--- src/stscan_pkg.sv ---
// shared types and constants of the script token scanner
package stscan_pkg;

    localparam int POS_BITS    = 16;
    localparam int START_BITS  = 16;
    localparam int LEN_BITS    = 16;
    localparam int KIND_BITS   = 5;
    localparam int QUEUE_DEPTH = 4;

    typedef logic [POS_BITS-1:0] pos_t;

    typedef struct packed {
        logic [KIND_BITS-1:0]  kind;
        logic [START_BITS-1:0] start;
        logic [LEN_BITS-1:0]   length;
        logic                  last;
    } result_t;

    typedef struct packed {
        logic [1:0] count;
        result_t    first;
        result_t    second;
    } push_t;

endpackage

--- src/stscan_engine.sv ---
// scanner state and per-byte token logic
module stscan_engine (
    input  logic                 clk,
    input  logic                 rst_n,
    input  logic                 step,
    input  logic [7:0]           text_byte,
    output stscan_pkg::push_t    push
);
    import stscan_pkg::*;

    typedef enum logic [3:0] {
        M_IDLE, M_IDENT, M_NUMBER, M_OPER, M_MATH, M_SLASH,
        M_LINE, M_BLOCK, M_STR_DQ, M_STR_SQ, M_HALT
    } mode_t;

    localparam logic [KIND_BITS-1:0] K_IDENT   = KIND_BITS'(0);
    localparam logic [KIND_BITS-1:0] K_KW0     = KIND_BITS'(1);
    localparam logic [KIND_BITS-1:0] K_INT     = KIND_BITS'(4);
    localparam logic [KIND_BITS-1:0] K_FLOAT   = KIND_BITS'(5);
    localparam logic [KIND_BITS-1:0] K_COMP    = KIND_BITS'(6);
    localparam logic [KIND_BITS-1:0] K_LOGIC   = KIND_BITS'(7);
    localparam logic [KIND_BITS-1:0] K_MATH    = KIND_BITS'(8);
    localparam logic [KIND_BITS-1:0] K_STRING  = KIND_BITS'(9);
    localparam logic [KIND_BITS-1:0] K_SEP0    = KIND_BITS'(10);
    localparam logic [KIND_BITS-1:0] K_END     = KIND_BITS'(20);
    localparam logic [KIND_BITS-1:0] K_STOP    = KIND_BITS'(21);
    localparam logic [KIND_BITS-1:0] K_ERR_STR = KIND_BITS'(22);
    localparam logic [KIND_BITS-1:0] K_ERR_COM = KIND_BITS'(23);

    // operator head kind, reused as the star bit inside a block comment
    localparam logic [1:0] OFK_LOGIC   = 2'd0;
    localparam logic [1:0] OFK_COMP    = 2'd1;
    localparam logic [1:0] OFK_BANG    = 2'd2;
    localparam logic [1:0] OFK_NO_STAR = 2'd0;
    localparam logic [1:0] OFK_STAR    = 2'd1;

    localparam logic [63:0] KW_FUNCTION = "function";
    localparam logic [63:0] KW_PRINT    = {"print", 24'h0};
    localparam logic [63:0] KW_RETURN   = {"return", 16'h0};
    localparam logic [LEN_BITS-1:0] KW_LEN0 = LEN_BITS'(8);
    localparam logic [LEN_BITS-1:0] KW_LEN1 = LEN_BITS'(5);
    localparam logic [LEN_BITS-1:0] KW_LEN2 = LEN_BITS'(6);
    localparam logic [LEN_BITS-1:0] LEN_MAX = '1;

    function automatic logic is_ws(input logic [7:0] b);
        return b == 8'd32 || b == 8'd9 || b == 8'd10 || b == 8'd11 || b == 8'd13 || b == 8'd15;
    endfunction

    function automatic logic is_lbreak(input logic [7:0] b);
        return b == 8'd10 || b == 8'd11 || b == 8'd13 || b == 8'd15;
    endfunction

    function automatic logic is_alpha(input logic [7:0] b);
        return (b >= "a" && b <= "z") || (b >= "A" && b <= "Z");
    endfunction

    function automatic logic is_num(input logic [7:0] b);
        return (b >= "0" && b <= "9") || b == ".";
    endfunction

    function automatic logic is_lop(input logic [7:0] b);
        return b == ">" || b == "<" || b == "=" || b == "&" || b == "|" || b == "!";
    endfunction

    function automatic logic is_mop(input logic [7:0] b);
        return b == "+" || b == "-" || b == "*" || b == "/" || b == "^" || b == "%";
    endfunction

    function automatic logic [7:0] kw_char(input logic [63:0] kw, input logic [2:0] i);
        return kw[63 - 8 * int'(i) -: 8];
    endfunction

    function automatic logic [2:0] kw_filter(input logic [2:0] cand,
                                             input logic [LEN_BITS-1:0] idx,
                                             input logic [7:0] b);
        logic [2:0] r;
        r    = cand;
        r[0] = cand[0] && idx < KW_LEN0 && kw_char(KW_FUNCTION, idx[2:0]) == b;
        r[1] = cand[1] && idx < KW_LEN1 && kw_char(KW_PRINT, idx[2:0]) == b;
        r[2] = cand[2] && idx < KW_LEN2 && kw_char(KW_RETURN, idx[2:0]) == b;
        return r;
    endfunction

    mode_t               mode_reg, mode_next;
    pos_t                pos_reg, pos_next;
    pos_t                tstart_reg, tstart_next;
    logic [1:0]          pcount_reg, pcount_next;
    logic [2:0]          kwc_reg, kwc_next;
    logic [1:0]          ofk_reg, ofk_next;
    logic [LEN_BITS-1:0] tlen_reg, tlen_next;

    // start of a new token
    mode_t               st_mode;
    pos_t                st_tstart;
    logic [1:0]          st_pcount;
    logic [2:0]          st_kwc;
    logic [1:0]          st_ofk;
    logic [LEN_BITS-1:0] st_tlen;
    logic                st_emit;
    logic [KIND_BITS-1:0] st_kind;
    logic [LEN_BITS-1:0] st_rlen;
    logic                st_restart;

    logic [LEN_BITS-1:0] grown;
    logic                use_start;
    logic                m_emit;
    result_t             m_res;
    result_t             s_res;
    logic                restart;
    logic [KIND_BITS-1:0] ident_kind;

    assign grown = (tlen_reg == LEN_MAX) ? tlen_reg : tlen_reg + LEN_BITS'(1);

    always_comb
    begin
        priority if (kwc_reg[0] && tlen_reg == KW_LEN0)
            ident_kind = K_KW0;
        else if (kwc_reg[1] && tlen_reg == KW_LEN1)
            ident_kind = K_KW0 + KIND_BITS'(1);
        else if (kwc_reg[2] && tlen_reg == KW_LEN2)
            ident_kind = K_KW0 + KIND_BITS'(2);
        else
            ident_kind = K_IDENT;
    end

    always_comb
    begin
        st_mode    = M_IDLE;
        st_tstart  = tstart_reg;
        st_pcount  = pcount_reg;
        st_kwc     = kwc_reg;
        st_ofk     = ofk_reg;
        st_tlen    = tlen_reg;
        st_emit    = 1'b0;
        st_kind    = K_END;
        st_rlen    = '0;
        st_restart = 1'b0;
        priority if (text_byte == 8'd0)
        begin
            st_emit    = 1'b1;
            st_restart = 1'b1;
        end
        else if (is_ws(text_byte))
        begin
            st_mode = M_IDLE;
        end
        else if (is_alpha(text_byte) || text_byte == "_" || is_num(text_byte)
                 || is_lop(text_byte) || is_mop(text_byte)
                 || text_byte == "\"" || text_byte == "'")
        begin
            st_tstart = pos_reg;
            st_tlen   = LEN_BITS'(1);
            priority if (is_alpha(text_byte) || text_byte == "_")
            begin
                st_mode = M_IDENT;
                st_kwc  = kw_filter(3'b111, '0, text_byte);
            end
            else if (is_num(text_byte))
            begin
                st_mode   = M_NUMBER;
                st_pcount = (text_byte == ".") ? 2'd1 : 2'd0;
            end
            else if (is_lop(text_byte))
            begin
                st_mode = M_OPER;
                st_ofk  = (text_byte == "!") ? OFK_BANG
                        : ((text_byte == "&" || text_byte == "|") ? OFK_LOGIC : OFK_COMP);
            end
            else if (text_byte == "/")
                st_mode = M_SLASH;
            else if (is_mop(text_byte))
                st_mode = M_MATH;
            else
                st_mode = (text_byte == "\"") ? M_STR_DQ : M_STR_SQ;
        end
        else
        begin
            st_emit = 1'b1;
            st_rlen = LEN_BITS'(1);
            unique case (text_byte)
                "{":     st_kind = K_SEP0;
                "}":     st_kind = K_SEP0 + KIND_BITS'(1);
                "(":     st_kind = K_SEP0 + KIND_BITS'(2);
                ")":     st_kind = K_SEP0 + KIND_BITS'(3);
                "[":     st_kind = K_SEP0 + KIND_BITS'(4);
                "]":     st_kind = K_SEP0 + KIND_BITS'(5);
                ":":     st_kind = K_SEP0 + KIND_BITS'(6);
                ";":     st_kind = K_SEP0 + KIND_BITS'(7);
                ",":     st_kind = K_SEP0 + KIND_BITS'(8);
                "#":     st_kind = K_SEP0 + KIND_BITS'(9);
                default:
                begin
                    st_kind = K_STOP;
                    st_mode = M_HALT;
                end
            endcase
        end
    end

    always_comb
    begin
        mode_next   = mode_reg;
        tstart_next = tstart_reg;
        pcount_next = pcount_reg;
        kwc_next    = kwc_reg;
        ofk_next    = ofk_reg;
        tlen_next   = tlen_reg;
        use_start   = 1'b0;
        restart     = 1'b0;
        m_emit      = 1'b0;
        m_res.kind   = K_MATH;
        m_res.start  = START_BITS'(tstart_reg);
        m_res.length = tlen_reg;
        m_res.last   = 1'b0;
        unique case (mode_reg)
            M_IDENT:
            begin
                if (is_alpha(text_byte) || is_num(text_byte) || text_byte == "_")
                begin
                    kwc_next  = kw_filter(kwc_reg, tlen_reg, text_byte);
                    tlen_next = grown;
                end
                else
                begin
                    m_emit     = 1'b1;
                    m_res.kind = ident_kind;
                    use_start  = 1'b1;
                end
            end
            M_NUMBER:
            begin
                if (is_num(text_byte))
                begin
                    if (text_byte == "." && pcount_reg < 2'd2)
                        pcount_next = pcount_reg + 2'd1;
                    tlen_next = grown;
                end
                else
                begin
                    m_emit     = 1'b1;
                    m_res.kind = (pcount_reg == 2'd0) ? K_INT
                               : ((pcount_reg == 2'd1) ? K_FLOAT : K_IDENT);
                    use_start  = 1'b1;
                end
            end
            M_OPER:
            begin
                if (is_lop(text_byte))
                begin
                    if (ofk_reg == OFK_BANG)
                        ofk_next = (text_byte == "=") ? OFK_COMP : OFK_LOGIC;
                    tlen_next = grown;
                end
                else
                begin
                    m_emit     = 1'b1;
                    m_res.kind = (ofk_reg == OFK_COMP) ? K_COMP : K_LOGIC;
                    use_start  = 1'b1;
                end
            end
            M_MATH:
            begin
                if (is_mop(text_byte))
                    tlen_next = grown;
                else
                begin
                    m_emit    = 1'b1;
                    use_start = 1'b1;
                end
            end
            M_SLASH:
            begin
                priority if (text_byte == "/")
                    mode_next = M_LINE;
                else if (text_byte == "*")
                begin
                    mode_next = M_BLOCK;
                    ofk_next  = OFK_STAR;
                    tlen_next = grown;
                end
                else if (is_mop(text_byte))
                begin
                    mode_next = M_MATH;
                    tlen_next = grown;
                end
                else
                begin
                    m_emit    = 1'b1;
                    use_start = 1'b1;
                end
            end
            M_LINE:
            begin
                if (text_byte == 8'd0)
                begin
                    m_emit       = 1'b1;
                    m_res.kind   = K_END;
                    m_res.start  = START_BITS'(pos_reg);
                    m_res.length = '0;
                    restart      = 1'b1;
                end
                else if (is_lbreak(text_byte))
                    mode_next = M_IDLE;
            end
            M_BLOCK:
            begin
                priority if (ofk_reg == OFK_STAR && text_byte == "/")
                begin
                    mode_next = M_IDLE;
                    ofk_next  = OFK_NO_STAR;
                end
                else if (text_byte == 8'd0)
                begin
                    m_emit     = 1'b1;
                    m_res.kind = K_ERR_COM;
                    restart    = 1'b1;
                end
                else
                begin
                    ofk_next  = (text_byte == "*") ? OFK_STAR : OFK_NO_STAR;
                    tlen_next = grown;
                end
            end
            M_STR_DQ, M_STR_SQ:
            begin
                if (text_byte == 8'd0)
                begin
                    m_emit     = 1'b1;
                    m_res.kind = K_ERR_STR;
                    restart    = 1'b1;
                end
                else
                begin
                    tlen_next = grown;
                    if (text_byte == ((mode_reg == M_STR_DQ) ? 8'h22 : 8'h27))
                    begin
                        m_emit       = 1'b1;
                        m_res.kind   = K_STRING;
                        m_res.length = grown;
                        mode_next    = M_IDLE;
                    end
                end
            end
            M_HALT:
            begin
                if (text_byte == 8'd0)
                    restart = 1'b1;
            end
            default:
                use_start = 1'b1;
        endcase

        if (use_start)
        begin
            mode_next   = st_mode;
            tstart_next = st_tstart;
            pcount_next = st_pcount;
            kwc_next    = st_kwc;
            ofk_next    = st_ofk;
            tlen_next   = st_tlen;
            restart     = st_restart;
        end

        pos_next = pos_reg + POS_BITS'(1);
        if (restart)
        begin
            mode_next   = M_IDLE;
            pos_next    = '0;
            tstart_next = '0;
            pcount_next = 2'd0;
            kwc_next    = 3'b111;
            ofk_next    = OFK_LOGIC;
            tlen_next   = '0;
        end
    end

    always_comb
    begin
        logic s_emit;
        s_emit       = use_start && st_emit;
        s_res.kind   = st_kind;
        s_res.start  = START_BITS'(pos_reg);
        s_res.length = st_rlen;
        s_res.last   = 1'b1;
        push.count   = 2'(m_emit) + 2'(s_emit);
        push.second  = s_res;
        if (m_emit)
        begin
            push.first      = m_res;
            push.first.last = !s_emit;
        end
        else
            push.first = s_res;
        if (!step)
            push.count = 2'd0;
    end

    always_ff @(posedge clk or negedge rst_n)
    begin
        if (!rst_n)
        begin
            mode_reg   <= M_IDLE;
            pos_reg    <= '0;
            tstart_reg <= '0;
            pcount_reg <= 2'd0;
            kwc_reg    <= 3'b111;
            ofk_reg    <= OFK_LOGIC;
            tlen_reg   <= '0;
        end
        else if (step)
        begin
            mode_reg   <= mode_next;
            pos_reg    <= pos_next;
            tstart_reg <= tstart_next;
            pcount_reg <= pcount_next;
            kwc_reg    <= kwc_next;
            ofk_reg    <= ofk_next;
            tlen_reg   <= tlen_next;
        end
    end

    // two results only when a pending token closes on a byte that emits too
    assert property (@(posedge clk) disable iff (!rst_n)
        push.count == 2'd2 |-> !push.first.last && push.second.last && m_emit);

    // a restart always leaves the scanner idle at offset zero
    assert property (@(posedge clk) disable iff (!rst_n)
        step && restart |=> mode_reg == M_IDLE && pos_reg == '0 && tlen_reg == '0);

endmodule

--- src/stscan_result_queue.sv ---
// small result queue taking up to two results per cycle
module stscan_result_queue (
    input  logic                 clk,
    input  logic                 rst_n,
    input  stscan_pkg::push_t    push,
    input  logic                 pop,
    output logic                 room,
    output logic                 head_valid,
    output stscan_pkg::result_t  head
);
    import stscan_pkg::*;

    localparam int PTR_BITS = $clog2(QUEUE_DEPTH);
    localparam int CNT_BITS = $clog2(QUEUE_DEPTH + 1);

    result_t               entry_reg [QUEUE_DEPTH];
    logic [PTR_BITS-1:0]   wr_ptr_reg, wr_ptr_next;
    logic [PTR_BITS-1:0]   rd_ptr_reg, rd_ptr_next;
    logic [CNT_BITS-1:0]   cnt_reg, cnt_next;
    logic                  do_pop;

    assign head_valid = cnt_reg != '0;
    assign head       = entry_reg[rd_ptr_reg];
    assign room       = cnt_reg <= CNT_BITS'(QUEUE_DEPTH - 2);
    assign do_pop     = pop && head_valid;

    always_comb
    begin
        wr_ptr_next = wr_ptr_reg + PTR_BITS'(push.count);
        rd_ptr_next = rd_ptr_reg + PTR_BITS'(do_pop);
        cnt_next    = cnt_reg + CNT_BITS'(push.count) - CNT_BITS'(do_pop);
    end

    always_ff @(posedge clk)
    begin
        if (push.count != 2'd0)
            entry_reg[wr_ptr_reg] <= push.first;
        if (push.count == 2'd2)
            entry_reg[wr_ptr_reg + PTR_BITS'(1)] <= push.second;
    end

    always_ff @(posedge clk or negedge rst_n)
    begin
        if (!rst_n)
        begin
            wr_ptr_reg <= '0;
            rd_ptr_reg <= '0;
            cnt_reg    <= '0;
        end
        else
        begin
            wr_ptr_reg <= wr_ptr_next;
            rd_ptr_reg <= rd_ptr_next;
            cnt_reg    <= cnt_next;
        end
    end

    assert property (@(posedge clk) disable iff (!rst_n)
        cnt_reg <= CNT_BITS'(QUEUE_DEPTH));

    // pointers and fill count stay consistent
    assert property (@(posedge clk) disable iff (!rst_n)
        PTR_BITS'(wr_ptr_reg - rd_ptr_reg) == PTR_BITS'(cnt_reg));

endmodule

--- src/script_token_scanner.sv ---
// top level of the script token scanner
// path: an accepted byte waits in the input register; its results go to the result queue
// throughput: one byte per cycle, paced by the four-entry result queue and one
//   result leaving per cycle; a byte is held while the queue has fewer than two free slots
// reset: scanner idle at text offset 0, input register and result queue empty
module script_token_scanner (
    input  logic        clk,
    input  logic        rst_n,
    input  logic        in_valid,
    output logic        in_stall,
    input  logic [7:0]  text_byte,
    output logic        out_valid,
    input  logic        out_stall,
    output logic [4:0]  token_kind,
    output logic [15:0] token_start,
    output logic [15:0] token_length,
    output logic        last_of_run
);
    import stscan_pkg::*;

    logic       in_valid_reg;
    logic [7:0] in_byte_reg;
    logic       room;
    logic       step;
    push_t      push;
    result_t    head;

    assign step     = in_valid_reg && room;
    assign in_stall = in_valid_reg && !room;

    always_ff @(posedge clk or negedge rst_n)
    begin
        if (!rst_n)
            in_valid_reg <= 1'b0;
        else if (!in_stall)
            in_valid_reg <= in_valid;
    end

    always_ff @(posedge clk)
    begin
        if (in_valid && !in_stall)
            in_byte_reg <= text_byte;
    end

    stscan_engine u_engine (
        .clk       (clk),
        .rst_n     (rst_n),
        .step      (step),
        .text_byte (in_byte_reg),
        .push      (push)
    );

    stscan_result_queue u_queue (
        .clk        (clk),
        .rst_n      (rst_n),
        .push       (push),
        .pop        (!out_stall),
        .room       (room),
        .head_valid (out_valid),
        .head       (head)
    );

    assign token_kind   = head.kind;
    assign token_start  = head.start;
    assign token_length = head.length;
    assign last_of_run  = head.last;

endmodule

--- config.mk ---
export PLATFORM = sky130hd
export DESIGN_NAME = script_token_scanner
export DESIGN_NICKNAME = d
export VERILOG_FILES = /design/src/stscan_pkg.sv /design/src/stscan_engine.sv /design/src/stscan_result_queue.sv /design/src/script_token_scanner.sv
export SDC_FILE = /design/constraint.sdc
export NUM_CORES = 1
export LEC_CHECK = 0
export BUFFER_PORTS_ARGS = -buffer_cell sky130_fd_sc_hd__clkbuf_2
export CAP_MARGIN = 20
export CORE_MARGIN = 3
export CORE_UTILIZATION = 63
export DETAILED_ROUTE_END_ITERATION = 10
export PLACE_DENSITY = 0.81
export SYNTH_ARGS = -nofsm -noshare
export SYNTH_HDL_FRONTEND = slang
export SYNTH_HIERARCHICAL = 1
export SYNTH_SLANG_ARGS = --single-unit
--- constraint.sdc ---
create_clock -name clk -period 6.9 [get_ports clk]
set_clock_uncertainty 0.1 [all_clocks]
set_input_delay 1.035 -clock clk [delete_from_list [all_inputs] [get_ports clk]]
set_output_delay 1.035 -clock clk [all_outputs]
set_load 0.005 [all_outputs]
==> impl_metrics.yaml, run 1 <==
job:
  maxCapViolations: 0
logic_synthesis:
  yosysUniqueCellTypes: 94
  synth_flop_cell: "edfxtp_1"
  synth_edf_count: 160
  synth-seq-area-share_pct: 46.79
  avgSynthCellArea_um2: 12.32
  synthTopCellsByArea: "edfxtp_1, dfrtp_1, mux2_2"
  async_flop_share_pct: 29.52
  synth-seq-cells: 227
  synth_top_area_share_pct: 34.67
  synth_area_mm2: 0.01386
  synth_warnings: 6
  syn_inst: 1125
  synth_largest_area_cell: "edfxtp_1"
detailed_routing:
  wl_per_cell_um: 23.77
  first_iter_violations: 1086
  finalWirelength_mm: 33.93
  vias: 9827
  drc: 0
  first_pass_iters: 5
  drtAntennaViolNets: 0
  vias_per_cell: 6.886
sta:
  period_share_pct: 82.51
  whs_ns: 0.3809
  hold_viol: 0
  slew_headroom_pct: 28.17
  period_minus_slack_ns: 5.693
  timing.fmax_mhz: 175.6
  finalMaxSlewViolations: 0
  tightest_slew_ns: 1.077
  setup_viol: 0
  setup-tns-final_ns: 0
  grt_setup_unrepaired: "no"
worst_hold_path:
  whs_endpoint: "u_queue/rd_ptr_reg[0]"
  hp-start: "u_queue/rd_ptr_reg[0]"
  hp-class: "reg2reg"
  hold_depth: 1
clocking:
  clkSinkCount: 227
  cts-buffers-inserted: 25
  hold_buffers: 0
  cts_tree: "done"
  cts_resized: 0
  htree_levels: 1
  path_clk_slew_ns: 0.06
  cts_setup_buffers: 0
  clockBufferDepth: 3
  clk_latency_ns: 0.53
  clockRootBuffer: "clkbuf_16"
critical_path:
  slowest_stage: "edfxtp_1"
  r2r-end: "u_queue/entry_reg[2][14]"
  crit_fanout: 32
  worstSetupPathType: "reg2reg"
  reg2reg_slack_ns: 1.21
  cp-end-kind: "flop"
  crit_required_ns: 7.00
  arrival_ns: 5.79
  startpoint_type: "flop"
  reg2reg_depth: 11
  max_stage_delay_ns: 0.77
  cp_cell_sequence: "or4_1, o2111ai_1, o221ai_2, and3_1, nor4_1, ha_1, inv_1, nor2_1, and4bb_2, o21bai_4, buf_4"
  crit-reg2reg-launch: "in_byte_reg[2]"
die:
  coreArea_mm2: 0.02129
  start_util_pct: 65.10
  io_pins: 52
  std_cell_rows: 53
  fp.dieH_um: 154.3
  dieArea_mm2: 0.02381
  die_x_um: 154.3
layout:
  area_growth_pct: 7.186
  final_net_count: 1159
  largest_reg_flops: 152
  drive_above_1_share_pct: 29.51
  n_antenna_cell: 0
placed_design:
  place.gp.congestion: 1.008
  dpl.hpwl_mm: 22.00
  port_buffers: 51
global_route:
  grt_max_degree: 68
  antenna_found_initial: 0
  track_usage_pct: 28.08
  grt_pass1_vias: 9430
  grt_pass1_wl_mm: 53.56
  overflow: 0
power_and_ir_drop:
  ir_drop_uv: 359.6
  leakage_nw: 5.618
  p_per_area_mw_per_mm2: 406.3
run_status:
  status: "finished, final reports clean"
==> cell families (layout without fill, tap and decap cells) <==
kind of cell    Yosys count  in the layout  synth area share, %
compound gates          211            211                10.74
xor+xnor                 24             24                1.517
flops                   227            227                46.79
mux                     222            222                22.27
fa+ha+maj                14             14                1.318
simple gates            294            294                12.11
buf+inv                 131            144                5.191
other cells               2             16              0.05419
==> report_power, final <==
group,leakage [nW],internal (mW),switching [mW]
combinational,2.88,1.12,1.41
sequential,2.36,1.91,0.344
clock,0.379,0.712,0.540
total,5.62,3.74,2.30
==> per-stage QoR <==
step | total power, mW | cell area (µm²) | instances | util, % | worst slack (ns)
floorplan | 4.040 | 13910 | 1139 | - | 0.7620
global placement | 4.679 | 14090 | 1381 | 66.19 | 1.463
detailed placement | 4.742 | 14090 | 1381 | 66.19 | 1.313
CTS | 6.013 | 14850 | 1427 | 69.78 | 1.327
global route | 6.333 | 14850 | 1427 | 69.78 | 0.9470
finish | 6.035 | 14850 | 1427 | 69.78 | 1.207
==> synthesized netlist by cell type, drive strengths merged (13+ instances only) <==
cell type  number
a21oi          45
a22o           17
a31oi          17
and3           20
buf            66
clkbuf         36
dfrtp          64
edfxtp        160
ha             13
inv            29
mux2          174
mux4           40
nand2          56
nand3          40
nor2           62
nor3           15
o21ai          47
xnor2          13
==> critical path, delay by kind of cell (launching register included) <==
family          cells  cell delay, ns
fa+ha+maj           1            0.21
compound gates      3            0.92
buf+inv             2            0.51
simple gates        5            2.82
flops               1            0.77
==> routing by layer <==
layer	GRT usage, %	share of wire, %	routed length (µm)
met1	41.36	42	14090
met2	45.92	48	16330
met3	3.414	8.4	2863
met4	5.425	1.9	646
met5	0	0	0
==> cell usage in the layout (no fill, tap or decap), drive strengths merged, types with 11 or more instances in the layout <==
cell,instances
nand4,12
conb,16
nor2b,11
xnor2,13
xor2,11
buf,19
mux4,40
nor2,62
mux2,174
ha,13
a31oi,17
dfrtp,64
clkbuf,82
a21oi,45
nand3,40
o21ai,47
a22o,17
nand2,56
nor3,15
inv,32
and3,20
edfxtp,160
==> worst max-delay path by stage <==
stage	slack [ns]	startpoint	end	depth (start not counted)
5_1_grt	0.95	in_byte_reg[0]	u_queue/entry_reg[2][17]	11
2_1_floorplan	0.76	in_byte_reg[6]	u_queue/entry_reg[0][0]	13
3_3_place_gp	1.46	in_byte_reg[0]	u_queue/entry_reg[2][6]	11
4_1_cts	1.33	in_byte_reg[1]	u_queue/entry_reg[2][21]	11
6_report	1.21	in_byte_reg[2]	u_queue/entry_reg[2][14]	11
3_5_place_dp	1.31	in_byte_reg[1]	u_queue/entry_reg[2][14]	11
==> layout make-up <==
class                           instances  area [µm²]
Multi-Input combinational cell        781        6744
Sequential cell                       227        6487
Fill cell                            1457        6432
Clock buffer                           32       651.9
Timing Repair Buffer                   69       402.9
Tap cell                              275       344.1
Clock inverter                         14       112.6
Inverter                               29       111.4
No activity file was read; power rests on OpenSTA's default activity.
==> run 2, diff against run 1 <==
==> constraint.sdc (replaced) <==
create_clock -name clk -period 5.7 [get_ports clk]
set_clock_uncertainty 0.1 [all_clocks]
set_input_delay 0.855 -clock clk [delete_from_list [all_inputs] [get_ports clk]]
set_output_delay 0.855 -clock clk [all_outputs]
set_load 0.005 [all_outputs]
==> run 2 against run 1 <==
Flip-flop and latch count did not move. Cell area grew 1.3%. Setup slack lost 0.59 ns. Global-route usage is 0.48 points higher. Clock power up 27%. Wire length up 1.7%. Combinational power rose by 23%. Highest routed layer unchanged. Critical endpoint is now u_queue/entry_reg[3][5]. First-iteration DRC count is 6.8% lower. Cell count up 0.49%.
==> impl_metrics.yaml, run 2 (synthesis gave the netlist of run 1 again) <==
run_status:
  status: "finished, final reports clean"
sta:
  slew_headroom_pct: 28.10
  setup_viol: 0
  whs_ns: 0.4038
  setup-tns-final_ns: 0
  tightest_slew_ns: 1.078
  hold_viol: 0
  period_minus_slack_ns: 5.087
  period_share_pct: 89.24
  timing.fmax_mhz: 196.6
  grt_setup_unrepaired: "no"
  finalMaxSlewViolations: 0
detailed_routing:
  first_pass_iters: 5
  vias: 9835
  first_iter_violations: 1012
  drc: 0
  vias_per_cell: 6.858
  wl_per_cell_um: 24.06
  drtAntennaViolNets: 0
  finalWirelength_mm: 34.51
global_route:
  grt_pass1_vias: 9715
  grt_max_degree: 68
  overflow: 0
  track_usage_pct: 28.57
  grt_pass1_wl_mm: 54.60
  antenna_found_initial: 0
critical_path:
  cp-end-kind: "flop"
  crit_required_ns: 5.85
  cp_cell_sequence: "buf_4, and4bb_2, a32oi_1, nand2_1, or3_1, nor4_1, ha_1, inv_1, nor2_1, and4bb_2, buf_12, mux2_2"
  max_stage_delay_ns: 0.61
  startpoint_type: "flop"
  worst_path_most_repeated_cell: "and4bb_2"
  slowest_stage: "and4bb_2"
  arrival_ns: 5.24
  worstSetupPathType: "reg2reg"
  crit_fanout: 30
power_and_ir_drop:
  p_total_mw: 7.444
  switching_share_pct: 37.68
  ir_drop_uv: 319.7
  p_comb_share_pct: 41.8
  power_frac_seq_pct: 36.8
  internal_power_mw: 4.639
  clkPwrFrac_pct: 21.4
  p_switching_mw: 2.805
  p_per_area_mw_per_mm2: 494.8
  leakage_nw: 5.702
layout:
  largest_reg_flops: 152
  post_layout_nonfiller_instances: 1434
  area_growth_pct: 8.559
  drive_above_1_share_pct: 30.37
  layout_commonest_cell: "edfxtp_1"
  final_net_count: 1166
  final_util_pct: 70.68
  n_antenna_cell: 0
  final_cell_mix: "edfxtp_1, mux2_2, dfrtp_1"
clocking:
  htree_levels: 1
  cts_setup_buffers: 0
  clkSinkCount: 227
  cts-buffers-inserted: 25
  hold_buffers: 0
  cts_resized: 0
  cts_tree: "done"
  clockBufferDepth: 3
  clk_latency_ns: 0.52
  path_clk_slew_ns: 0.06
  clockRootBuffer: "clkbuf_16"
die:
  std_cell_rows: 53
  fp.dieH_um: 154.3
  start_util_pct: 65.10
  io_pins: 52
  coreArea_mm2: 0.02129
  dieArea_mm2: 0.02381
  die_x_um: 154.3
placed_design:
  dpl.hpwl_mm: 22.65
  placedCellCount: 1388
  place.gp.congestion: 0.9853
  port_buffers: 51
job:
  maxCapViolations: 0
worst_hold_path:
  hp-class: "reg2reg"
run 2: layout make-up:
cell class | count | area [µm²]
Inverter | 29 | 111.4
Timing Repair Buffer | 76 | 530.5
Sequential cell | 227 | 6487
Clock buffer | 36 | 726.9
Multi-Input combinational cell | 781 | 6750
Clock inverter | 10 | 93.84
Fill cell | 1439 | 6242
Tap cell | 275 | 344.1
run 2: per-layer routing:
metal  routed length (µm)  track usage, %
met3                 2881           4.421
met4                  721           7.317
met5                    0               0
met2                16710           47.25
met1                14190           40.10
run 2: worst paths after layout:
path	startpoint	endpoint	slack, ns	depth (start not counted)
worst max-delay path	in_byte_reg[4]	u_queue/entry_reg[3][5]	0.61	12
worst min-delay path	u_engine/tstart_reg[4]	u_engine/tstart_reg[4]	0.40	1
worst max register to register	in_byte_reg[4]	u_queue/entry_reg[3][5]	0.61	12
worst min register to register	u_engine/tstart_reg[4]	u_engine/tstart_reg[4]	0.40	1
max in group asynchronous	rst_n	u_queue/rd_ptr_reg[1]	4.39	2
min in group asynchronous	rst_n	u_engine/tlen_reg[1]	0.44	2
run 2: worst max-delay path: cells and delay by family (launching register included):
| family | cells | cell delay [ns] |
|---|---|---|
| buf+inv | 3 | 0.63 |
| compound gates | 1 | 0.44 |
| flops | 1 | 0.55 |
| simple gates | 6 | 2.50 |
| mux | 1 | 0.37 |
| fa+ha+maj | 1 | 0.22 |
run 2: metrics by stage:
step,cell area [µm²],worst slack (ns)
5_1_grt,15040,0.3167
6_report,15040,0.6132
4_1_cts,15040,0.6982
3_3_place_gp,14220,0.8126
3_5_place_dp,14220,0.7375
2_1_floorplan,13910,0.5070
run 2: power by group through the flow:
stage                     combinational, mW  sequential (mW)  clock (mW)
after floorplan                        2.41             2.48           0
after global placement                 2.97             2.73           0
after detailed placement               3.04             2.77           0
after CTS                              3.07             2.73        1.61
after global routing                   3.33             2.79        1.68
final                                  3.11             2.74        1.59
